`config.mk`:
```
export PLATFORM = sky130hd
export DESIGN_NAME = marker_delimited_archive_splitter
export DESIGN_NICKNAME = d
export VERILOG_FILES = /design/src/hdl/mdas_pkg.sv /design/src/hdl/mdas_front.sv /design/src/hdl/mdas_queue.sv /design/src/hdl/mdas_back.sv /design/src/hdl/marker_delimited_archive_splitter.sv
export VERILOG_INCLUDE_DIRS = /design/src /design/src/hdl
export SDC_FILE = /design/constraint.sdc
export NUM_CORES = 1
export LEC_CHECK = 0
export BUFFER_PORTS_ARGS = -buffer_cell sky130_fd_sc_hd__buf_2
export CORE_MARGIN = 2
export CORE_UTILIZATION = 35
export DETAILED_ROUTE_END_ITERATION = 8
export PLACE_DENSITY = 0.47
export SLEW_MARGIN = 0
export SYNTH_ARGS = -nofsm -noshare
export SYNTH_HDL_FRONTEND = slang
export SYNTH_SLANG_ARGS = --single-unit
```
`constraint.sdc`:
```
create_clock -name clk -period 5 [get_ports clk]
set_input_delay 0.5 -clock clk [delete_from_list [all_inputs] [get_ports clk]]
set_output_delay 0.5 -clock clk [all_outputs]
set_load 0.01 [all_outputs]
```
`src/hdl/marker_delimited_archive_splitter_macros.svh`:
```
// ----------------------------------------------------------------------------
// marker_delimited_archive_splitter_macros
// assertion macros used by the archive splitter
// ----------------------------------------------------------------------------
`ifndef MARKER_DELIMITED_ARCHIVE_SPLITTER_MACROS_SVH
`define MARKER_DELIMITED_ARCHIVE_SPLITTER_MACROS_SVH

// same-cycle implication
`define MDAS_ASSERT_IMPLY(label, clk, rst_n, ante, cons) \
    label: assert property (@(posedge clk) disable iff (!rst_n) (ante) |-> (cons)) \
        else $error("mdas assertion failed");

// next-cycle implication
`define MDAS_ASSERT_NEXT(label, clk, rst_n, ante, cons) \
    label: assert property (@(posedge clk) disable iff (!rst_n) (ante) |=> (cons)) \
        else $error("mdas assertion failed");

`endif

```
`src/hdl/mdas_pkg.sv`:
```
// ----------------------------------------------------------------------------
// mdas_pkg
// types and constants of the marker delimited archive splitter
// ----------------------------------------------------------------------------
package mdas_pkg;

    typedef enum logic [1:0] {
        PH_HUNT = 2'd0,
        PH_BODY = 2'd1,
        PH_DONE = 2'd2
    } phase_t;

    typedef enum logic [1:0] {
        KIND_BYTE    = 2'd0,
        KIND_END     = 2'd1,
        KIND_ARCHIVE = 2'd2
    } kind_t;

    typedef logic [1:0] cfg_index_t;

    localparam cfg_index_t CFG_START_MARKER = 2'd0;
    localparam cfg_index_t CFG_END_MARKER   = 2'd1;
    localparam cfg_index_t CFG_SEPARATOR    = 2'd2;
    localparam cfg_index_t CFG_MAX_FILE     = 2'd3;

    localparam int CFG_DATA_W = 32;
    localparam int MAX_FILE_W = 21;

    localparam logic [31:0]         START_MARKER_RST = 32'h7B2D215D;
    localparam logic [31:0]         END_MARKER_RST   = 32'h7B2B215D;
    localparam logic [23:0]         SEPARATOR_RST    = 24'h403E3C;
    localparam logic [MAX_FILE_W-1:0] MAX_FILE_RST   = 21'd20480;

    typedef struct packed {
        logic we;
        cfg_index_t index;
        logic [CFG_DATA_W-1:0] data;
    } cfg_wr_t;

endpackage

```
`src/hdl/mdas_front.sv`:
```
// ----------------------------------------------------------------------------
// mdas_front
// marker hunt, separator scan and segment counting, one byte per cycle while in_fire is high
// ----------------------------------------------------------------------------
module mdas_front #(
    parameter int FILE_NUMBER_WIDTH = 16,
    parameter int LENGTH_WIDTH      = 21,
    parameter int RES_W             = 2 + 8 + FILE_NUMBER_WIDTH + LENGTH_WIDTH + 1
) (
    input  logic                 clk,
    input  logic                 rst_n,
    input  mdas_pkg::cfg_wr_t    cfg,
    input  logic                 in_fire,
    input  logic [7:0]           in_byte,
    output logic                 res_valid,
    output logic [RES_W-1:0]     res_data
);

    localparam logic [32:0] LEN_MAX = (33'd1 << LENGTH_WIDTH) - 33'd1;

    logic [31:0]                   start_reg;
    logic [31:0]                   end_reg;
    logic [23:0]                   sep_reg;
    logic [mdas_pkg::MAX_FILE_W-1:0] max_reg;

    mdas_pkg::phase_t              phase_reg, phase_next;
    logic [31:0]                   win_reg, win_next;
    logic [7:0]                    held_reg [3];
    logic [7:0]                    held_next [3];
    logic [1:0]                    held_cnt_reg, held_cnt_next;
    logic [1:0]                    skip_reg, skip_next;
    logic [FILE_NUMBER_WIDTH-1:0]  fc_reg, fc_next;
    logic [LENGTH_WIDTH-1:0]       seg_reg, seg_next;
    logic                          ovf_reg, ovf_next;

    mdas_pkg::kind_t               kind;
    logic [7:0]                    obyte;
    logic [32:0]                   lim;
    logic                          emit;

    // configuration registers
    always_ff @(posedge clk or negedge rst_n)
    begin
        if (!rst_n)
        begin
            start_reg <= mdas_pkg::START_MARKER_RST;
            end_reg   <= mdas_pkg::END_MARKER_RST;
            sep_reg   <= mdas_pkg::SEPARATOR_RST;
            max_reg   <= mdas_pkg::MAX_FILE_RST;
        end
        else if (cfg.we)
        begin
            case (cfg.index)
                mdas_pkg::CFG_START_MARKER: start_reg <= cfg.data;
                mdas_pkg::CFG_END_MARKER:   end_reg   <= cfg.data;
                mdas_pkg::CFG_SEPARATOR:    sep_reg   <= cfg.data[23:0];
                mdas_pkg::CFG_MAX_FILE:     max_reg   <= cfg.data[mdas_pkg::MAX_FILE_W-1:0];
                default:                    max_reg   <= max_reg;
            endcase
        end
    end

    always_ff @(posedge clk or negedge rst_n)
    begin
        if (!rst_n)
        begin
            phase_reg    <= mdas_pkg::PH_HUNT;
            win_reg      <= '0;
            held_cnt_reg <= '0;
            skip_reg     <= '0;
            fc_reg       <= FILE_NUMBER_WIDTH'(1);
            seg_reg      <= '0;
            ovf_reg      <= 1'b0;
        end
        else
        begin
            phase_reg    <= phase_next;
            win_reg      <= win_next;
            held_cnt_reg <= held_cnt_next;
            skip_reg     <= skip_next;
            fc_reg       <= fc_next;
            seg_reg      <= seg_next;
            ovf_reg      <= ovf_next;
        end
    end

    always_ff @(posedge clk)
    begin
        held_reg <= held_next;
    end

    always_comb
    begin
        phase_next    = phase_reg;
        win_next      = win_reg;
        held_next     = held_reg;
        held_cnt_next = held_cnt_reg;
        skip_next     = skip_reg;
        fc_next       = fc_reg;
        seg_next      = seg_reg;
        ovf_next      = ovf_reg;
        kind          = mdas_pkg::KIND_BYTE;
        obyte         = 8'd0;
        emit          = 1'b0;
        lim           = (33'(max_reg) > LEN_MAX) ? LEN_MAX : 33'(max_reg);

        if (in_fire)
        begin
            case (phase_reg)
                mdas_pkg::PH_HUNT:
                begin
                    win_next = {win_reg[23:0], in_byte};
                    if (held_cnt_reg == 2'd3 && win_next == start_reg)
                    begin
                        phase_next    = mdas_pkg::PH_BODY;
                        held_cnt_next = 2'd0;
                        skip_next     = 2'd0;
                    end
                    else if (held_cnt_reg != 2'd3)
                    begin
                        held_cnt_next = held_cnt_reg + 2'd1;
                    end
                end
                mdas_pkg::PH_BODY:
                begin
                    win_next = {win_reg[23:0], in_byte};
                    if (held_cnt_reg == 2'd3)
                    begin
                        if (win_next == end_reg)
                        begin
                            emit          = 1'b1;
                            kind          = mdas_pkg::KIND_ARCHIVE;
                            phase_next    = mdas_pkg::PH_DONE;
                            held_cnt_next = 2'd0;
                        end
                        else
                        begin
                            if (skip_reg != 2'd0)
                            begin
                                skip_next = skip_reg - 2'd1;
                            end
                            else if ({held_reg[0], held_reg[1], held_reg[2]} == sep_reg)
                            begin
                                emit      = 1'b1;
                                kind      = mdas_pkg::KIND_END;
                                fc_next   = fc_reg + FILE_NUMBER_WIDTH'(1);
                                seg_next  = '0;
                                ovf_next  = 1'b0;
                                skip_next = 2'd2;
                            end
                            else
                            begin
                                emit  = 1'b1;
                                kind  = mdas_pkg::KIND_BYTE;
                                obyte = held_reg[0];
                                if (33'(seg_reg) < lim)
                                begin
                                    seg_next = seg_reg + LENGTH_WIDTH'(1);
                                end
                                else
                                begin
                                    ovf_next = 1'b1;
                                end
                            end
                            held_next[0] = held_reg[1];
                            held_next[1] = held_reg[2];
                            held_next[2] = in_byte;
                        end
                    end
                    else
                    begin
                        held_next[held_cnt_reg] = in_byte;
                        held_cnt_next           = held_cnt_reg + 2'd1;
                    end
                end
                default:
                begin
                    phase_next = phase_reg;
                end
            endcase
        end
    end

    // end results report the state before the commit, byte results the updated count
    assign res_valid = emit;
    assign res_data  = (kind == mdas_pkg::KIND_BYTE)
                     ? {ovf_next, seg_next, fc_reg, obyte, kind}
                     : {ovf_reg, seg_reg, fc_reg, obyte, kind};

endmodule

```
`src/hdl/mdas_queue.sv`:
```
// ----------------------------------------------------------------------------
// mdas_queue
// short result queue between the scanner and the output stage
// ----------------------------------------------------------------------------
module mdas_queue #(
    parameter int WIDTH = 8,
    parameter int DEPTH = 4
) (
    input  logic             clk,
    input  logic             rst_n,
    input  logic             push,
    input  logic [WIDTH-1:0] push_data,
    output logic             full,
    input  logic             pop,
    output logic             not_empty,
    output logic [WIDTH-1:0] head
);

    localparam int PTR_W = (DEPTH > 1) ? $clog2(DEPTH) : 1;

    logic [WIDTH-1:0] mem_reg [DEPTH];
    logic [PTR_W-1:0] wr_ptr_reg, wr_ptr_next;
    logic [PTR_W-1:0] rd_ptr_reg, rd_ptr_next;
    logic [PTR_W:0]   count_reg, count_next;

    always_ff @(posedge clk)
    begin
        if (push)
        begin
            mem_reg[wr_ptr_reg] <= push_data;
        end
    end

    always_ff @(posedge clk or negedge rst_n)
    begin
        if (!rst_n)
        begin
            wr_ptr_reg <= '0;
            rd_ptr_reg <= '0;
            count_reg  <= '0;
        end
        else
        begin
            wr_ptr_reg <= wr_ptr_next;
            rd_ptr_reg <= rd_ptr_next;
            count_reg  <= count_next;
        end
    end

    always_comb
    begin
        wr_ptr_next = wr_ptr_reg;
        rd_ptr_next = rd_ptr_reg;
        count_next  = count_reg;
        if (push)
        begin
            wr_ptr_next = (wr_ptr_reg == PTR_W'(DEPTH - 1)) ? '0 : wr_ptr_reg + PTR_W'(1);
        end
        if (pop)
        begin
            rd_ptr_next = (rd_ptr_reg == PTR_W'(DEPTH - 1)) ? '0 : rd_ptr_reg + PTR_W'(1);
        end
        if (push && !pop)
        begin
            count_next = count_reg + (PTR_W+1)'(1);
        end
        else if (pop && !push)
        begin
            count_next = count_reg - (PTR_W+1)'(1);
        end
    end

    assign full      = (count_reg == (PTR_W+1)'(DEPTH));
    assign not_empty = (count_reg != '0);
    assign head      = mem_reg[rd_ptr_reg];

endmodule

```
`src/hdl/mdas_back.sv`:
```
// ----------------------------------------------------------------------------
// mdas_back
// output register, unpacks queued results onto the master stream
// ----------------------------------------------------------------------------
module mdas_back #(
    parameter int FILE_NUMBER_WIDTH = 16,
    parameter int LENGTH_WIDTH      = 21,
    parameter int RES_W             = 2 + 8 + FILE_NUMBER_WIDTH + LENGTH_WIDTH + 1,
    parameter int DATA_W            = ((8 + FILE_NUMBER_WIDTH + LENGTH_WIDTH + 1 + 7) / 8) * 8
) (
    input  logic              clk,
    input  logic              rst_n,
    input  logic              q_not_empty,
    input  logic [RES_W-1:0]  q_head,
    output logic              q_pop,
    output logic              m_axis_tvalid,
    input  logic              m_axis_tready,
    output logic [DATA_W-1:0] m_axis_tdata,
    output logic [1:0]        m_axis_tuser
);

    localparam int FIELD_W = RES_W - 2;

    logic               valid_reg, valid_next;
    logic [RES_W-1:0]   res_reg;

    assign q_pop      = q_not_empty && (!valid_reg || m_axis_tready);
    assign valid_next = q_pop || (valid_reg && !m_axis_tready);

    always_ff @(posedge clk or negedge rst_n)
    begin
        if (!rst_n)
        begin
            valid_reg <= 1'b0;
        end
        else
        begin
            valid_reg <= valid_next;
        end
    end

    always_ff @(posedge clk)
    begin
        if (q_pop)
        begin
            res_reg <= q_head;
        end
    end

    assign m_axis_tvalid = valid_reg;
    assign m_axis_tuser  = res_reg[1:0];
    assign m_axis_tdata  = DATA_W'(res_reg[RES_W-1 -: FIELD_W]);

endmodule

```
`src/hdl/marker_delimited_archive_splitter.sv`:
```
// ----------------------------------------------------------------------------
// marker_delimited_archive_splitter
// splits a marker delimited byte stream into file bytes and file commits
// ----------------------------------------------------------------------------
// s_axis takes one raw byte per transfer; m_axis gives one result per
// transfer, tuser is the kind (file byte, file end commit, archive end).
// bytes before the start marker are dropped; body bytes come out three input
// bytes late, once they are known not to start a separator or end marker.
// a file end commit carries the file length; the archive end result carries
// the trailing unterminated segment, which the consumer drops; later bytes
// are taken and ignored until reset.
// one byte per cycle while the queue is not full; the scanner updates its
// window and counters per byte; results pass the queue and output register.
// a four-entry result queue and the output register decouple the sides:
// when m_axis stalls, s_axis keeps taking bytes until the queue is full.
// reset restores the default markers, file number one and the hunt phase.
// cfg writes land on the clock edge where cfg_we is high.
// ----------------------------------------------------------------------------
`include "marker_delimited_archive_splitter_macros.svh"

module marker_delimited_archive_splitter #(
    parameter int FILE_NUMBER_WIDTH = 16,
    parameter int LENGTH_WIDTH      = 21
) (
    input  logic        clk,
    input  logic        rst_n,
    input  logic        cfg_we,
    input  logic [1:0]  cfg_index,
    input  logic [31:0] cfg_data,
    input  logic        s_axis_tvalid,
    output logic        s_axis_tready,
    // data_byte
    input  logic [7:0]  s_axis_tdata,
    output logic        m_axis_tvalid,
    input  logic        m_axis_tready,
    // out_byte, file_number, byte_count, overflow, zero pad
    output logic [((8 + FILE_NUMBER_WIDTH + LENGTH_WIDTH + 1 + 7) / 8) * 8 - 1:0] m_axis_tdata,
    // kind
    output logic [1:0]  m_axis_tuser
);

    localparam int RES_W  = 2 + 8 + FILE_NUMBER_WIDTH + LENGTH_WIDTH + 1;
    localparam int DATA_W = ((8 + FILE_NUMBER_WIDTH + LENGTH_WIDTH + 1 + 7) / 8) * 8;

    mdas_pkg::cfg_wr_t cfg;
    logic              in_fire;
    logic              res_valid;
    logic [RES_W-1:0]  res_data;
    logic              q_full;
    logic              q_not_empty;
    logic              q_pop;
    logic [RES_W-1:0]  q_head;

    assign cfg.we    = cfg_we;
    assign cfg.index = cfg_index;
    assign cfg.data  = cfg_data;

    assign s_axis_tready = !q_full;
    assign in_fire       = s_axis_tvalid && s_axis_tready;

    mdas_front #(
        .FILE_NUMBER_WIDTH (FILE_NUMBER_WIDTH),
        .LENGTH_WIDTH      (LENGTH_WIDTH),
        .RES_W             (RES_W)
    ) u_front (
        .clk       (clk),
        .rst_n     (rst_n),
        .cfg       (cfg),
        .in_fire   (in_fire),
        .in_byte   (s_axis_tdata),
        .res_valid (res_valid),
        .res_data  (res_data)
    );

    mdas_queue #(
        .WIDTH (RES_W),
        .DEPTH (4)
    ) u_queue (
        .clk       (clk),
        .rst_n     (rst_n),
        .push      (res_valid),
        .push_data (res_data),
        .full      (q_full),
        .pop       (q_pop),
        .not_empty (q_not_empty),
        .head      (q_head)
    );

    mdas_back #(
        .FILE_NUMBER_WIDTH (FILE_NUMBER_WIDTH),
        .LENGTH_WIDTH      (LENGTH_WIDTH),
        .RES_W             (RES_W),
        .DATA_W            (DATA_W)
    ) u_back (
        .clk           (clk),
        .rst_n         (rst_n),
        .q_not_empty   (q_not_empty),
        .q_head        (q_head),
        .q_pop         (q_pop),
        .m_axis_tvalid (m_axis_tvalid),
        .m_axis_tready (m_axis_tready),
        .m_axis_tdata  (m_axis_tdata),
        .m_axis_tuser  (m_axis_tuser)
    );

    `MDAS_ASSERT_IMPLY(a_no_push_when_full, clk, rst_n, res_valid, !q_full)
    `MDAS_ASSERT_IMPLY(a_end_results_no_byte, clk, rst_n,
        m_axis_tvalid && (m_axis_tuser != mdas_pkg::KIND_BYTE), m_axis_tdata[7:0] == 8'd0)
    `MDAS_ASSERT_NEXT(a_archive_end_is_last, clk, rst_n,
        m_axis_tvalid && m_axis_tready && (m_axis_tuser == mdas_pkg::KIND_ARCHIVE),
        !m_axis_tvalid)

endmodule
```
==> results.md <==
- Met3 WL: 1.50 mm
- Largest fanout on the critical path: 48
- Crit path from: u_front.end_reg[24]
- Max Cap Viol: 0
- Mapped Cells: 1226
- Slew margin rel.: 22.8%
- Failing checks: hold timing
- Total CTS buffers: 50
- Cell Int Power: 7.46 mW
- Combinational Power Share: 17.6%
- Clock skew: between 0.02 and 0.03 ns
- Std cell rows: 85
- DRT antenna net count: 0
- Peak supply drop: roughly 290 uV
- CTS tree: yes
- FMAX: 303 MHz
- Final hold vios: 12
- WL/cell: 20.9 um
- Hold-fix buffers, CTS: 0
- RD Place Congestion: just under 0.8
- Commonest non-fill, non-tap cell in the layout: edfxtp_1
- HPWL after DPL: a little under 30 mm
- Pwr Total: 10.3 mW
- Area leader, netlist: edfxtp_1
- Starting Density: 35.4%
- RSZ-0062 raised after global routing: false
- Layout cells sized above 1: 32.0%
- Setup crit start kind: flop
- Vias in the first global route: 10700
- Core box area: 0.0539 mm^2
- Unique cell type count in the Yosys netlist: 71
- Overall Global Routing Usage: 15.7%
- Seq/Total Area, Yosys: between 60% and 70%
- H-Tree Depth: 2
- DRT Pass-1 Iters: 6
- Synth Flop Type: edfxtp_1
- Count of input and output buffers: 96
- Sequential Area: approximately 0.013 mm^2
- Cell area after layout: approximately 0.022 mm^2
- Vias/cell: between 4 and 5
- Worst hold slack: -0.0268 ns
- Syn avg cell area: 15.6 um^2
- Die height: 238 um
- Initial antenna violation count: 0
- Initial DRC count: 612
- Switching pwr: between 2 and 3 mW
- Area growth, synth to finish: 15.4%
- Asr flop ratio synth: 41.2%
- First-pass GRT wire length: between 60 and 70 mm
- Largest net degree at the start of global routing: 92
- Tmin final: 3.30 ns
- NumNets Final: 1432
- Area of the multi-input gates: 0.00613 mm^2
- Fillers: 4973
- Final Setup Violations: 0
- Static leakage: 8.17 nW
- Clock-pin transition on the worst setup and hold timing paths: approximately 0.050 ns
- PwrDens: 467 mW/mm^2
- Clk buf depth: 3
- Min-delay worst type: primary input to async pin
- Sequential power share: 47.7%
- Largest register FFs: around 190
- N_diodes: 0
- # IOs: 99
- Placed Area: ~0.02 mm^2
- DRC viols: 0
- Final wirelength: 43.5 mm
- Total length of routed met2 wires: 20.4 mm
- Ys Warns: 0
- Vias: 10300
- Worst r2r src: u_front.end_reg[24]
- EDFF count, synth: 264
- Final setup TNS: 0 ns
- Total grt overflow: 0
- Critical Path End Type: flop
- Clk sinks: 449
- CP Class: flop to flop
- Switch share: 27.5%
- Worst slew pin tran: 1.16 ns
- Worst-Skew Late Latency: 0.60 ns
- Met1 wire length: 20.6 mm
- Post-CTS Resized: 0
- Chip Width: 238 um
- Setup bufs post-CTS: 0
- Critical path data arrival time: 3.51 ns
- Worst path required time: 5.20 ns
- Highest routed layer: met4
- Most area-consuming cells after synthesis: edfxtp_1 42%, dfrtp_1 18%, mux2_2 7.6%
- Clock share of power: 34.7%
- Most frequent cells in the layout: 264 x edfxtp_1, 136 x dfrtp_1, 129 x mux2_2
- Fin crit share: around two thirds
- Flops & latches, synth: 449
- Run status: complete, but fails checks
- Root Buffer: clkbuf_16
- Max-slew violation count: 0
- Die area: roughly 0.056 mm^2
- Post-Synthesis Cell Area: approximately 0.019 mm^2
- Post-synth top area share: 41.5%
## per-layer routing
layer,GRT usage [%],vias up
met3,2.90,66
met2,25.1,172
met4,4.36,0
li1,-,4785
met1,22.0,5289
met5,0,-
## power groups by stage
stage | logic [mW] | clock network [mW] | registers, mW
after floorplan | 1.27 | 0 | 4.87
after global placement | 1.86 | 0 | 5.00
after detailed placement | 1.84 | 0 | 5.01
after CTS | 1.85 | 3.68 | 4.94
after global routing | 2.00 | 3.84 | 4.99
final | 1.81 | 3.57 | 4.91
## worst max-delay path: stages, from the launching register on
cell and delay, ns:
dfstp_2 0.53, xor2_1 0.09, nor4_1 0.43, nand4_1 0.27
nor2_1 0.15, buf_4 0.22, o2111a_1 0.34, and2_2 0.18
buf_4 0.60
## logic make-up (layout without fill, tap and decap cells)
| kind of cell | count (synthesis) | after routing | share of synthesized area [%] |
|---|---|---|---|
| other | 1 | 2 | 0.0196 |
| AO/OA/AOI/OAI | 95 | 95 | 3.02 |
| adder cells (fa/ha/maj) | 35 | 35 | 2.33 |
| AND/OR/NAND/NOR | 256 | 256 | 7.61 |
| buffers and inverters | 89 | 251 | 1.98 |
| multiplexers | 178 | 178 | 13.3 |
| XOR/XNOR | 123 | 123 | 5.64 |
| flip-flops | 449 | 449 | 66.1 |
## cell type report
type	instances	area share [%]
Clock buffer	68	6.17
Timing Repair Buffer	117	2.99
Multi-Input combinational cell	689	27.8
Inverter	43	0.733
Sequential cell	449	57.3
Clock inverter	23	1.04
Tap cell	696	3.95
## cell usage after synthesis, types with 3 or more instances
library cell,number
nand2b_1,4
nor3_1,6
and3_1,6
clkbuf_1,27
nand2_1,69
nor3_2,4
dfstp_2,47
nor2_1,30
xnor2_1,57
o21ai_0,44
buf_6,4
dfrtp_1,138
buf_2,5
nor2b_1,10
ha_1,34
nor4_1,17
or3_1,13
inv_1,43
a21oi_1,26
nand4_1,21
and2_1,15
buf_1,8
nand3_1,25
mux4_2,48
nand3b_1,7
or2_2,3
xor2_1,66
edfxtp_1,264
o22ai_1,3
mux2_2,129
## worst paths after layout
| kind | cells after the start | slack, ns | to |
|---|---|---|---|
| max | 8 | 1.70 | u_queue.mem_reg[0][2] |
| min | 1 | -0.03 | u_front.start_reg[14] |
| max reg2reg | 8 | 1.70 | u_queue.mem_reg[0][2] |
| min reg2reg | 1 | 0.48 | u_front.phase_reg[1] |
| max in group asynchronous | 2 | 3.83 | u_front.seg_reg[8] |
| min in group clk | 2 | 0.11 | u_back.m_axis_tvalid |
## metrics by stage
step / setup slack, ns / util, % / std cells
detailed placement: 1.51 / 37.9 / 1994
global placement: 1.52 / 37.9 / 1994
CTS: 1.62 / 40.9 / 2085
finish: 1.70 / 40.9 / 2085
floorplan: 0.692 / - / 1227
global route: 1.48 / 40.9 / 2085
Power figures use the tool's default switching activity.
